==> config.mk <==
export PLATFORM = sky130hd
export DESIGN_NAME = power_button_stretch_fsm
export DESIGN_NICKNAME = d
export VERILOG_FILES = /design/src/hdl/pbs_pkg.sv /design/src/hdl/power_button_stretch_fsm.sv
export SDC_FILE = /design/constraint.sdc
export NUM_CORES = 1
export LEC_CHECK = 0
export BUFFER_PORTS_ARGS = -buffer_cell sky130_fd_sc_hd__buf_2
export CAP_MARGIN = 0
export CELL_PAD_IN_SITES_DETAIL_PLACEMENT = 0
export CELL_PAD_IN_SITES_GLOBAL_PLACEMENT = 1
export CORE_UTILIZATION = 40
export DETAILED_ROUTE_END_ITERATION = 8
export PLACE_DENSITY = 0.85
export SETUP_SLACK_MARGIN = 0.05
export SYNTH_ARGS = -nofsm -noshare
export SYNTH_HDL_FRONTEND = slang
export SYNTH_SLANG_ARGS = --single-unit
==> constraint.sdc <==
create_clock -name clock -period 3.6 [get_ports clock]
set_input_delay 0.72 -clock clock [delete_from_list [all_inputs] [get_ports clock]]
set_output_delay 0.72 -clock clock [all_outputs]
set_load 0.005 [all_outputs]
==> src/hdl/pbs_pkg.sv <==
`timescale 1ns / 1ps
`default_nettype none

package pbs_pkg;

   // Request action codes.
   typedef enum logic [2:0] {
      ACT_TICK    = 3'd0,
      ACT_CHANGE  = 3'd1,
      ACT_PULSE   = 3'd2,
      ACT_PWRON   = 3'd3,
      ACT_RELEASE = 3'd4
   } action_type;

   // Register indexes on the configuration port (byte address is 4 times the index).
   typedef enum logic [2:0] {
      REG_PULSE_EN   = 3'd0,
      REG_CHARGER_EN = 3'd1,
      REG_RAIL_WAIT  = 3'd2,
      REG_T0         = 3'd3,
      REG_T1         = 3'd4,
      REG_LID_PULSE  = 3'd5
   } reg_index_type;

   localparam int unsigned ADDR_BITS = 5;

   // Register widths and reset values.
   localparam int unsigned RAIL_BITS  = 8;
   localparam int unsigned T0_BITS    = 10;
   localparam int unsigned T1_BITS    = 16;
   localparam int unsigned LID_BITS   = 10;
   localparam int unsigned LOAD_BITS  = 16;

   localparam logic [RAIL_BITS-1:0] RAIL_WAIT_RESET = 8'd5;
   localparam logic [T0_BITS-1:0]   T0_RESET        = 10'd32;
   localparam logic [T1_BITS-1:0]   T1_RESET        = 16'd3968;
   localparam logic [LID_BITS-1:0]  LID_RESET       = 10'd200;

endpackage

`default_nettype wire

==> src/hdl/power_button_stretch_fsm.sv <==
`timescale 1ns / 1ps
`default_nettype none

// Results are registered: each goes into the result register, or into the skid register while one waits.
// Throughput: one request per cycle while the skid register is empty; a two-entry output buffer (result
// register plus skid register) takes one more request while the result side stalls, then holds requests off.
// Reset: synchronous, active high; state goes to idle, the timer to zero, the line
// to released, and all configuration registers to their documented defaults.
module power_button_stretch_fsm #(
   parameter int unsigned TIMER_BITS = 16
) (
   input  wire logic        clock,
   input  wire logic        reset,
   // Request channel.
   input  wire logic        req_valid,
   output logic             req_ready,
   input  wire logic [2:0]  req_action,
   input  wire logic        req_button_pressed,
   input  wire logic        req_chipset_off,
   input  wire logic        req_rail_ready,
   input  wire logic        req_battery_blocks,
   // Result channel.
   output logic             rsp_valid,
   input  wire logic        rsp_ready,
   output logic             rsp_pch_line_level,
   output logic             rsp_exit_hard_off,
   output logic [2:0]       rsp_state_code,
   output logic             rsp_change_ignored,
   // Configuration port.
   input  wire logic        psel,
   input  wire logic        penable,
   input  wire logic        pwrite,
   input  wire logic [pbs_pkg::ADDR_BITS-1:0] paddr,
   input  wire logic [31:0] pwdata,
   output logic [31:0]      prdata,
   output logic             pready
);

   typedef enum logic [2:0] {
      ST_IDLE     = 3'd0,
      ST_PRESSED  = 3'd1,
      ST_T0       = 3'd2,
      ST_T1       = 3'd3,
      ST_HELD     = 3'd4,
      ST_LID      = 3'd5,
      ST_RELEASED = 3'd6,
      ST_EAT      = 3'd7
   } state_type;

   typedef struct packed {
      logic       line;
      logic       strobe;
      state_type  state;
      logic       ignored;
   } result_type;

   localparam logic [31:0] TIMER_MAX = 32'((64'd1 << TIMER_BITS) - 64'd1);

   // Load a length into the timer, saturating when the timer is narrower.
   function automatic logic [TIMER_BITS-1:0] timer_load(
      input logic [pbs_pkg::LOAD_BITS-1:0] len
   );
      logic [TIMER_BITS-1:0] val;
      if (32'(len) > TIMER_MAX) begin
         val = TIMER_MAX[TIMER_BITS-1:0];
      end else begin
         val = TIMER_BITS'(len);
      end
      return val;
   endfunction

   // Configuration registers.
   logic                          pulse_en_ff;
   logic                          charger_en_ff;
   logic [pbs_pkg::RAIL_BITS-1:0] rail_wait_ff;
   logic [pbs_pkg::T0_BITS-1:0]   t0_ff;
   logic [pbs_pkg::T1_BITS-1:0]   t1_ff;
   logic [pbs_pkg::LID_BITS-1:0]  lid_ff;

   // Control state.
   state_type               state_ff, state_in;
   logic [TIMER_BITS-1:0]   rem_ff, rem_in;
   logic                    line_ff, line_in;

   // Output buffer.
   logic       out_valid_ff;
   result_type out_ff;
   logic       skid_valid_ff;
   result_type skid_ff;

   logic       accept;
   logic       pop;
   logic       csr_write;
   logic [2:0] csr_index;
   result_type result;

   assign pready    = 1'b1;
   assign csr_write = psel && penable && pwrite;
   assign csr_index = paddr[pbs_pkg::ADDR_BITS-1:2];

   // Configuration writes.
   always_ff @(posedge clock) begin
      if (reset) begin
         pulse_en_ff   <= 1'b1;
         charger_en_ff <= 1'b1;
         rail_wait_ff  <= pbs_pkg::RAIL_WAIT_RESET;
         t0_ff         <= pbs_pkg::T0_RESET;
         t1_ff         <= pbs_pkg::T1_RESET;
         lid_ff        <= pbs_pkg::LID_RESET;
      end else if (csr_write) begin
         case (csr_index)
            pbs_pkg::REG_PULSE_EN:   pulse_en_ff   <= pwdata[0];
            pbs_pkg::REG_CHARGER_EN: charger_en_ff <= pwdata[0];
            pbs_pkg::REG_RAIL_WAIT:  rail_wait_ff  <= pwdata[pbs_pkg::RAIL_BITS-1:0];
            pbs_pkg::REG_T0:         t0_ff         <= pwdata[pbs_pkg::T0_BITS-1:0];
            pbs_pkg::REG_T1:         t1_ff         <= pwdata[pbs_pkg::T1_BITS-1:0];
            pbs_pkg::REG_LID_PULSE:  lid_ff        <= pwdata[pbs_pkg::LID_BITS-1:0];
            default: ;
         endcase
      end
   end

   // Register reads.
   always_comb begin
      case (csr_index)
         pbs_pkg::REG_PULSE_EN:   prdata = 32'(pulse_en_ff);
         pbs_pkg::REG_CHARGER_EN: prdata = 32'(charger_en_ff);
         pbs_pkg::REG_RAIL_WAIT:  prdata = 32'(rail_wait_ff);
         pbs_pkg::REG_T0:         prdata = 32'(t0_ff);
         pbs_pkg::REG_T1:         prdata = 32'(t1_ff);
         pbs_pkg::REG_LID_PULSE:  prdata = 32'(lid_ff);
         default:                 prdata = 32'd0;
      endcase
   end

   // Handshakes: the skid register must be free to take a new request.
   assign req_ready = !skid_valid_ff;
   assign accept    = req_valid && req_ready;
   assign pop       = out_valid_ff && rsp_ready;

   // Next state for one request.
   always_comb begin
      logic                  do_eval;
      state_type             ev_state;
      logic                  strobe;
      logic                  ignored;
      logic                  gated_low;
      logic [TIMER_BITS-1:0] rem_dec;

      state_in  = state_ff;
      rem_in    = rem_ff;
      line_in   = line_ff;
      do_eval   = 1'b0;
      ev_state  = state_ff;
      strobe    = 1'b0;
      ignored   = 1'b0;
      // Asserting the line is suppressed while the chipset is off and the charger blocks.
      gated_low = charger_en_ff && req_chipset_off && req_battery_blocks;
      rem_dec   = (rem_ff != '0) ? rem_ff - 1'b1 : rem_ff;

      case (req_action)
         pbs_pkg::ACT_TICK: begin
            rem_in = rem_dec;
            if (rem_dec == '0) begin
               do_eval = 1'b1;
            end
         end
         pbs_pkg::ACT_CHANGE: begin
            if (state_ff == ST_LID) begin
               ignored = 1'b1;
            end else if (req_button_pressed) begin
               do_eval  = 1'b1;
               ev_state = ST_PRESSED;
            end else if (state_ff == ST_EAT) begin
               state_in = ST_IDLE;
               rem_in   = '0;
               ignored  = 1'b1;
            end else begin
               do_eval  = 1'b1;
               ev_state = ST_RELEASED;
            end
         end
         pbs_pkg::ACT_PULSE, pbs_pkg::ACT_PWRON: begin
            if (req_action == pbs_pkg::ACT_PULSE || req_chipset_off) begin
               strobe   = 1'b1;
               line_in  = gated_low;
               state_in = ST_LID;
               rem_in   = timer_load(pbs_pkg::LOAD_BITS'(lid_ff));
            end
         end
         pbs_pkg::ACT_RELEASE: begin
            line_in  = 1'b1;
            state_in = req_button_pressed ? ST_EAT : ST_IDLE;
            rem_in   = '0;
         end
         default: ;
      endcase

      // Evaluation of the current state on expiry or on a button change.
      if (do_eval) begin
         rem_in   = '0;
         state_in = ev_state;
         case (ev_state)
            ST_PRESSED: begin
               if (req_chipset_off) begin
                  if (req_rail_ready) begin
                     strobe   = 1'b1;
                     state_in = ST_IDLE;
                  end else begin
                     rem_in = timer_load(pbs_pkg::LOAD_BITS'(rail_wait_ff));
                  end
               end else if (pulse_en_ff) begin
                  rem_in   = timer_load(pbs_pkg::LOAD_BITS'(t0_ff));
                  state_in = ST_T0;
                  line_in  = gated_low;
               end else begin
                  rem_in   = timer_load(t1_ff);
                  state_in = ST_T1;
               end
            end
            ST_T0: begin
               rem_in   = timer_load(t1_ff);
               state_in = ST_T1;
               line_in  = 1'b1;
            end
            ST_T1: begin
               if (!req_chipset_off) begin
                  line_in = 1'b0;
               end
               state_in = ST_HELD;
            end
            ST_RELEASED, ST_LID: begin
               line_in  = 1'b1;
               state_in = ST_IDLE;
            end
            default: ;
         endcase
      end

      result.line    = line_in;
      result.strobe  = strobe;
      result.state   = state_in;
      result.ignored = ignored;
   end

   // State update on each accepted request.
   always_ff @(posedge clock) begin
      if (reset) begin
         state_ff <= ST_IDLE;
         rem_ff   <= '0;
         line_ff  <= 1'b1;
      end else if (accept) begin
         state_ff <= state_in;
         rem_ff   <= rem_in;
         line_ff  <= line_in;
      end
   end

   // Result register and skid register.
   always_ff @(posedge clock) begin
      if (reset) begin
         out_valid_ff  <= 1'b0;
         skid_valid_ff <= 1'b0;
      end else if (pop) begin
         if (skid_valid_ff) begin
            out_ff        <= skid_ff;
            skid_valid_ff <= 1'b0;
         end else begin
            out_valid_ff <= accept;
            out_ff       <= result;
         end
      end else if (accept) begin
         if (!out_valid_ff) begin
            out_valid_ff <= 1'b1;
            out_ff       <= result;
         end else begin
            skid_valid_ff <= 1'b1;
            skid_ff       <= result;
         end
      end
   end

   assign rsp_valid          = out_valid_ff;
   assign rsp_pch_line_level = out_ff.line;
   assign rsp_exit_hard_off  = out_ff.strobe;
   assign rsp_state_code     = out_ff.state;
   assign rsp_change_ignored = out_ff.ignored;

   // The skid register only fills behind a waiting result.
   assert property (@(posedge clock) disable iff (reset)
      skid_valid_ff |-> out_valid_ff)
      else $error("skid register holds a result while the result register is empty");

   // The exit-hard-off strobe only comes with a finished power-on or a lid pulse.
   assert property (@(posedge clock) disable iff (reset)
      (rsp_valid && rsp_exit_hard_off) |->
         (rsp_state_code == ST_IDLE || rsp_state_code == ST_LID))
      else $error("exit-hard-off strobe with an unexpected state");

   // While a release is being eaten the line stays released.
   assert property (@(posedge clock) disable iff (reset)
      (state_ff == ST_EAT) |-> line_ff)
      else $error("line asserted while eating a release");

   // The timer only runs in timed states.
   assert property (@(posedge clock) disable iff (reset)
      (rem_ff != '0) |->
         (state_ff == ST_PRESSED || state_ff == ST_T0 || state_ff == ST_T1 ||
          state_ff == ST_LID))
      else $error("timer running in an untimed state");

endmodule

`default_nettype wire
### Word-level counts from Yosys, hierarchy flattened

Cells that the tools add are included.
W data, S select, Z words.

| storage, ports and cells | value |
|---|---|
| register bits after elaboration | 80 |
| input bits | 51 |
| output and inout port bits | 41 |
| logic and storage cells | 129 |

| cells by class | value |
|---|---|
| $add $sub $neg | 1 |
| equality and inequality tests | 22 |
| mux-type cells | 56 |
| bitwise operators | 2 |
| reductions and logical operators | 29 |

Operators by type and width:

| operator | number |
|---|---|
| $mux W16 | 8 |
| $pmux W16 S6 | 1 |
| $pmux W16 S4 | 1 |
| $mux W3 | 12 |
| $pmux W16 S2 | 1 |
| $mux W6 | 4 |
| $mux W1 | 23 |
| $eq A3 B3 Y1 const B | 7 |
| $eq A3 B2 Y1 const B | 6 |
| $logic_not A16 Y1 | 1 |
| $reduce_and A2 Y1 | 8 |
| $reduce_bool A16 Y1 | 1 |
| $sub A16 B1 Y16 const B | 1 |
| $ne A3 B3 Y1 const B | 4 |
| $pmux W3 S4 | 1 |
| $eq A3 B1 Y1 const B | 3 |
| $pmux W3 S3 | 1 |
| $mux W8 | 1 |
| $logic_and A1 B1 Y1 | 6 |
| $logic_not A3 Y1 | 2 |
| $reduce_and A6 Y1 | 1 |
| $reduce_or A2 Y1 | 3 |
| $reduce_bool A5 Y1 | 1 |
| $pmux W1 S2 | 2 |
| 10 further kinds | 11 |

### Logic depth before layout (Yosys ltp)

Gate-level depths: netlist of run 1.

| logic depth | value |
|---|---|
| depth after elaboration | 12 |
| mapped depth | 11 |

### Worst setup path after synthesis of run 1

Ideal clock, no wire load.

| path | value |
|---|---|
| path kind | input -> register |
| start point | input port req_action[2] |
| end point | register rem_ff[5] |
| setup time | 0.142 ns |
| arrival time | 2.679 ns |
| setup slack | 0.779 ns |
| stages on the path | 9 |
| path buffers | 2 |
| path through | clkbuf_1 nor4b_1 nor3_1 a21oi_1 o2bb2ai_1 clkbuf_1 a222oi_1 o21bai_1 a311oi_1 |

| between the ends | value |
|---|---|
| word-level cells in the longest chain between the ends | 5 |
| elaborated cells between the ends (all ways) | 20 |
| classes of those cells | 10 x eq/ne; 5 x mux; 5 x reduce/logical |

Ends and longest elaborated chain:

| element | line | source |
|---|---|---|
| start: declaration | power_button_stretch_fsm.sv:17 | `input wire logic [2:0] req_action,` |
| $eq A3 B1 Y1 | power_button_stretch_fsm.sv:161 | `case (req_action)` |
| $mux W3 | power_button_stretch_fsm.sv:161 |  |
| $eq A3 B2 Y1 or $eq A3 B1 Y1 (tied branches) | power_button_stretch_fsm.sv:203 | `case (ev_state)` |
| $pmux W16 S2 | power_button_stretch_fsm.sv:203 |  |
| $mux W16 | power_button_stretch_fsm.sv:200 | `if (do_eval) begin` |
| end signal: assignment | power_button_stretch_fsm.sv:254 | `rem_ff <= rem_in;` |
| end: declaration | power_button_stretch_fsm.sv:82 | `logic [TIMER_BITS-1:0] rem_ff, rem_in;` |

Parallel ways exist; a longest one is shown, timed or not.
A chain may end at the register's enable or synchronous reset.

### Final worst setup path of run 1

| path | value |
|---|---|
| start point | register rem_ff[0] |
| end point | register out_ff (netlist bit rsp_state_code[1]), data pin |

| between the ends | value |
|---|---|
| word-level cells in the longest chain between the ends | 9 |
| elaborated cells between the ends (all ways) | 11 |
| classes of those cells | 1 x add/sub; 8 x mux; 2 x reduce/logical |

Ends and longest elaborated chain:

| element | line | source |
|---|---|---|
| $sub A16 B1 Y16 or $reduce_bool A16 Y1 (tied branches) | power_button_stretch_fsm.sv:159 | `rem_dec = (rem_ff != '0) ? rem_ff - 1'b1 : rem_ff;` |
| $mux W16 (*) | power_button_stretch_fsm.sv:159 |  |
| $logic_not A16 Y1 (*) | power_button_stretch_fsm.sv:164 | `if (rem_dec == '0) begin` |
| $mux W1 (*) | power_button_stretch_fsm.sv:164 |  |
| $pmux W1 S2 (*) | power_button_stretch_fsm.sv:161 |  |
| $mux W3 (*) | power_button_stretch_fsm.sv:200 |  |
| $mux W6 | power_button_stretch_fsm.sv:273 | `if (!out_valid_ff) begin` |
| $mux W6 | power_button_stretch_fsm.sv:272 | `end else if (accept) begin` |
| $mux W6 (*) | power_button_stretch_fsm.sv:264 | `end else if (pop) begin` |
| end signal: assignment | power_button_stretch_fsm.sv:266 | `out_ff <= skid_ff;` |
| end signal: assignment | power_button_stretch_fsm.sv:270 | `out_ff <= result;` |
| end signal: assignment | power_button_stretch_fsm.sv:275 | `out_ff <= result;` |
| end: declaration | power_button_stretch_fsm.sv:87 | `result_type out_ff;` |

Mark *: on every way between the ends. The rest lies on a longest branch, timed or not. The select of a mux whose other input is x is not followed.

==> results.py, run 1 <==
metrics = {
    "finish": {
        "fill_cells": 1147,
        "area_growth_pct": 13.4,
        "drive_gt1_share_pct": 17.4,
        "finish.utilization_pct": 47.3,
        "multiInputGateArea_um2": 2840,
        "n_antenna_cell": 0,
        "seq_area_um2": 1720,
        "final_nets": 691,
    },
    "logic_synthesis": {
        "yosysTopAreaCell": "dfxtp_1",
        "synth.top_cells.by_count": "nand2_1 (87), dfxtp_1 (68), nor2_1 (53)",
        "netlist_instances": 597,
        "synth_top_area_share_pct": 28.1,
        "synth_seq_cells": 80,
        "ys_seq_area_share_pct": 35.6,
        "ys_async_sr_fraction_pct": 0,
        "synth_cell_types": 77,
        "syn_avg_cell_area_um2": 8.11,
        "synthFlopType": "dfxtp_1",
        "synth_edf_count": 12,
        "synth_area_leaders": "dfxtp_1 (28%), edfxtp_1 (7.4%), nand2_1 (6.7%)",
        "yosys_warnings": 0,
        "synth_area_um2": 4840,
        "synth_most_common_cell": "nand2_1",
    },
    "routing": {
        "firstDrtPassIters": 7,
        "highest_layer": "met4",
        "m1WireLength_um": 5810,
        "dr_wl_met2_um": 6210,
        "routed_wl_um": 12900,
        "route.detailed.drc": 2,
        "wl_met3_um": 667,
        "routedWlPerCell_um": 16.4,
        "drt_iter0_drc": 316,
        "vias": 4567,
        "drtAntennaViolNets": 0,
        "avgViaCountPerCell": 5.80,
    },
    "timing": {
        "post-route-period-util_pct": 89.5,
        "fmax_ghz": 0.310,
        "fin_crit_ns": 3.22,
        "hold_viol_final": 0,
        "finClkSkew_ns": 0.00672,
        "max_slew_margin_pct": 46.0,
        "setup_viol": 0,
        "slew_viol_final": 0,
        "rsz0062_at_grt": "no",
        "fin_setup_tns_ns": 0,
        "worst_slew_pin_slew_ns": 0.807,
    },
    "clock_network": {
        "cts_resized": 0,
        "cts_tree": "yes",
        "h-tree-depth": 3,
        "postCtsSetupBuffers": 0,
        "clock-root-buffer": "clkbuf_16",
        "insertion_delay_ns": 0.34,
        "path_clk_slew_ns": 0.06,
        "clock-sinks": 80,
        "cts_buffers": 9,
        "ctsHoldBuffers": 0,
        "cts.path.max_buffers": 2,
    },
    "floorplan": {
        "coreArea_um2": 11600,
        "start_util_pct": 41.7,
        "io_pins": 92,
        "die_w_um": 112,
        "rows": 39,
        "die-area_um2": 12500,
        "die_h_um": 112,
    },
    "min_path": {
        "worstHoldPathType": "reg -> reg",
        "worstHoldStart": "rail_wait_ff[7]$_SDFFE_PP0P_",
    },
    "global_routing": {
        "grt_overflow": 0,
        "grt_max_degree": 63,
        "grt_usage_pct": 21.5,
        "antenna_found_initial": 0,
        "grt_pass1_wl_um": 21800,
        "first_global_vias": 4383,
    },
    "worst_setup_path": {
        "worst-path-buf-inv": 1,
        "rr_startpoint": "rem_ff[0]$_SDFFE_PP0P_",
        "cp_slowest_cell": "or3b_2",
        "critical-path-max-stage-delay_ns": 0.54,
        "start_kind": "register",
        "worstPathRequired_ns": 3.68,
        "crit_chain": "inv_1, ha_1, or3b_2, or3_2, a21oi_2, nand4_2, o22ai_2, mux2i_1, a21oi_1",
        "crit_arrival_ns": 3.30,
        "ff2ff_setup_slack_ns": 0.38,
        "startpoint": "rem_ff[0]$_SDFFE_PP0P_",
        "endpoint_kind": "register",
        "path_class": "reg -> reg",
        "crit_path_max_fanout": 7,
        "path_delay_family": "simple AND/OR/NAND/NOR gates",
    },
    "flow_run": {
        "max-cap-violations": 0,
    },
    "power_and_ir_drop": {
        "irDropWorstVdd_mv": 0.245,
        "p_total_mw": 2.37,
        "p_leak_nw": 2.13,
        "p_per_area_nw_per_um2": 432,
    },
    "place": {
        "place_hpwl_um": 9270,
        "gp_congestion": 0.859,
        "port_buffers": 56,
    },
    "outcome": {
        "violations": "DRC",
        "status": "complete, but fails checks",
    },
}
-- area by class of cell --
cell class                 count  area share [%]
tap                          143            3.26
multi-input combinational    465            51.7
clock inverter                 5            1.16
clock buffer                  11            4.42
inverter                      10           0.684
timing repair buffer          73            7.43
sequential                    80            31.4
-- cells by family (layout without fill, tap and decap cells) --
kind of cell | Yosys count | count (layout) | synth area share (%)
and+or+nand+nor | 244 | 244 | 25.7
AOI/OAI and AO/OA | 162 | 162 | 23.0
DFF | 80 | 80 | 35.6
buffers and inverters | 67 | 99 | 6.95
muxes | 31 | 31 | 6.46
xor gates and xnor gates | 10 | 10 | 1.81
other | 2 | 17 | 0.155
adders and majority gates | 1 | 1 | 0.258
-- routing by layer --
metal	global-route usage [%]	vias up
met5	0	-
met4	8.27	0
met3	4.41	19
met2	34.3	145
met1	28.5	2166
li1	-	2237
-- flip-flops by register name, summed over array words and instances (netlist names), 3 cells and up --
name / flops
rail_wait_ff: 8
t1_ff: 16
rsp_state_code: 3
t0_ff: 10
rem_ff: 16
skid_ff: 6
state_ff: 3
lid_ff: 10
-- power breakdown --
| part | total (mW) | internal [mW] | switching (mW) |
|---|---|---|---|
| sequential | 0.991 | 0.940 | 0.0509 |
| combinational | 0.444 | 0.183 | 0.261 |
| clock | 0.939 | 0.561 | 0.378 |
-- metrics by stage --
stage	instance area, um^2	instances	setup WS [ns]	hold slack (ns)
6_report	5490	787	0.378	0.473
5_1_grt	5490	787	0.160	0.500
4_1_cts	5490	787	0.405	0.473
3_5_place_dp	5180	771	0.410	0.465
3_3_place_gp	5180	771	0.493	0.456
2_1_floorplan	4900	612	0.779	0.445
-- cells in the final DEF (no fill, tap or decap), types with 9 or more instances in the layout --
cell / instances
nand2_1: 87
mux2i_1: 29
conb_1: 17
a31oi_1: 12
buf_4: 17
nor3_1: 20
nor2_1: 53
buf_2: 56
inv_1: 10
edfxtp_1: 12
nand3b_1: 11
o21ai_0: 20
dfxtp_1: 68
a21oi_1: 49
nand2b_1: 9
clkbuf_16: 9
nand3_1: 10
-- worst reg2reg max path, delay by kind of cell, from the launching register on --
| kind | cells | cell delay [ns] |
|---|---|---|
| simple gates | 3 | 1.15 |
| compound gates | 3 | 0.67 |
| mux | 1 | 0.40 |
| flops | 1 | 0.39 |
| fa+ha+maj | 1 | 0.27 |
| buf+inv | 1 | 0.09 |
-- final timing paths --
| check | to | depth (start not counted) |
|---|---|---|
| setup / recovery | rsp_state_code[1]$_DFFE_PP_ | 9 |
| hold / removal | rail_wait_ff[7]$_SDFFE_PP0P_ | 2 |
| setup reg to reg | rsp_state_code[1]$_DFFE_PP_ | 9 |
| hold reg to reg | rail_wait_ff[7]$_SDFFE_PP0P_ | 2 |
No activity file was read; power rests on OpenSTA's default activity.
==> inputs of run 2 (changes only) <==
BUFFER_PORTS_ARGS = not set   (was -buffer_cell sky130_fd_sc_hd__buf_2)
DONT_BUFFER_PORTS = 1   (was not set)
PLACE_DENSITY = 0.77   (was 0.85)
==> run 2 against run 1 <==
Power up 0.32%; critical endpoint is now rsp_state_code[2]$_DFFE_PP_; critical path type unchanged; largest power group is now the clock network; clock power grew 8%; register-to-register slack improved by 0.03 ns; the run still ends with DRC left.
==> results.py, run 2 (synthesis gave the netlist of run 1 again) <==
metrics = {
    "place": {
        "gp_congestion": 0.879,
        "dp_slack_ns": 0.458,
        "place_hpwl_um": 8990,
        "port_buffers": 0,
        "place_inst": 713,
    },
    "routing": {
        "drtAntennaViolNets": 0,
        "routedWlPerCell_um": 17.5,
        "route.detailed.drc": 1,
        "routed_wl_um": 12800,
        "drt_iter0_drc": 280,
        "vias": 4342,
        "avgViaCountPerCell": 5.96,
        "firstDrtPassIters": 8,
    },
    "outcome": {
        "status": "complete, but fails checks",
        "violations": "DRC",
    },
    "global_routing": {
        "grt_pass1_wl_um": 21400,
        "grt_overflow": 0,
        "first_global_vias": 4064,
        "grtUsageMet1_pct": 29.4,
        "grt_usage_pct": 21.3,
        "grt_max_degree": 73,
        "top_usage_layer": "met2",
        "met3_usage_pct": 4.74,
        "antenna_found_initial": 0,
        "met2_usage_pct": 32.9,
    },
    "timing": {
        "hold_viol_final": 0,
        "worst_slew_pin_slew_ns": 1.02,
        "finClkSkew_ns": 0.00639,
        "setup_viol": 0,
        "fmax_ghz": 0.313,
        "post-route-period-util_pct": 88.6,
        "rsz0062_at_grt": "no",
        "fin_crit_ns": 3.19,
        "max_slew_margin_pct": 31.8,
        "setup_slack_ns": 0.410,
        "fin_setup_tns_ns": 0,
        "slew_viol_final": 0,
    },
    "worst_setup_path": {
        "crit_arrival_ns": 3.28,
        "crit_path_max_fanout": 7,
        "start_kind": "register",
        "path_class": "reg -> reg",
        "endpoint_kind": "register",
        "worstPathRequired_ns": 3.69,
    },
    "flow_run": {
        "max-cap-violations": 0,
    },
    "power_and_ir_drop": {
        "irDropWorstVdd_mv": 0.255,
        "p_per_area_nw_per_um2": 456,
        "p_leak_nw": 1.90,
    },
    "finish": {
        "stdcell_count": 729,
        "top_regs": "rem_ff x16, t1_ff x16",
        "n_antenna_cell": 0,
        "layout_commonest_cell": "nand2_1",
        "area_growth_pct": 7.94,
        "final_nets": 633,
        "final_cell_mix": "nand2_1 (87), dfxtp_1 (68), nor2_1 (53)",
        "finish.utilization_pct": 45.0,
        "drive_gt1_share_pct": 9.56,
    },
    "clock_network": {
        "postCtsSetupBuffers": 0,
        "cts_buffers": 9,
        "clock-root-buffer": "clkbuf_16",
        "insertion_delay_ns": 0.34,
        "clock-sinks": 80,
        "h-tree-depth": 3,
        "cts_resized": 0,
        "path_clk_slew_ns": 0.06,
        "ctsHoldBuffers": 0,
        "cts_tree": "yes",
        "cts.path.max_buffers": 2,
    },
    "floorplan": {
        "start_util_pct": 41.7,
        "die_w_um": 112,
        "die-area_um2": 12500,
        "coreArea_um2": 11600,
        "io_pins": 92,
        "die_h_um": 112,
        "rows": 39,
    },
    "min_path": {
        "worstHoldPathType": "in -> reg",
    },
}
==> run 2: changes by cell type in the layout (fill, tap and decap cells not counted), sizes merged <==
| cell | before | now |
|---|---|---|
| clkinv | 2 | 3 |
| clkbuf | 11 | 10 |
| bufinv | 1 | 2 |
| buf | 73 | 15 |
| clkinvlp | 1 | 0 |
==> run 2: final timing paths <==
| path | start | end | slack, ns | depth (start not counted) |
|---|---|---|---|---|
| worst min register to register | t0_ff[1]$_SDFFE_PP0P_ | t0_ff[1]$_SDFFE_PP0P_ | 0.47 | 2 |
| worst max-delay path | rem_ff[0]$_SDFFE_PP0P_ | rsp_state_code[2]$_DFFE_PP_ | 0.41 | 9 |
| worst min-delay path | reset | rsp_valid$_SDFFE_PP0P_ | 0.46 | 1 |
| worst max register to register | rem_ff[0]$_SDFFE_PP0P_ | rsp_state_code[2]$_DFFE_PP_ | 0.41 | 9 |
==> run 2: worst max-delay path, cell delays in order, from the launching register on <==
cell	delay [ns]
dfxtp_1	0.39
inv_1	0.09
ha_1	0.26
nor3b_1	0.38
nand4_1	0.36
nor3_1	0.39
o2111ai_2	0.19
o22ai_2	0.37
a32oi_1	0.19
mux2_2	0.31
==> run 2: power by group <==
group | switching [mW] | internal (mW) | leakage [nW]
Sequential | 0.0528 | 0.940 | 0.662
Combinational | 0.215 | 0.163 | 1.07
Clock | 0.381 | 0.630 | 0.163
Total | 0.648 | 1.73 | 1.90
==> run 2: final cells by class <==
type                       instances  area (um^2)
fill                            1144         6390
tap                              143          179
clock buffer                      10          239
sequential                        80         1720
multi-input combinational        465         2840
timing repair buffer              15          113
clock inverter                     6         91.3
inverter                          10         37.5
==> run 2: layer usage <==
layer	vias to the layer above	routed length, um
met3	16	635
met5	-	0
met2	139	5880
li1	2115	-
met1	2072	6050
met4	0	179
==> run 2: through the flow <==
| step | instance area (um^2) | hold WS (ns) | power (mW) |
|---|---|---|---|
| after floorplan | 4900 | 0.445 | 1.34 |
| after global placement | 4890 | 0.450 | 1.38 |
| after detailed placement | 4890 | 0.459 | 1.38 |
| after CTS | 5220 | 0.437 | 2.39 |
| after global routing | 5220 | 0.442 | 2.49 |
| final | 5220 | 0.456 | 2.38 |
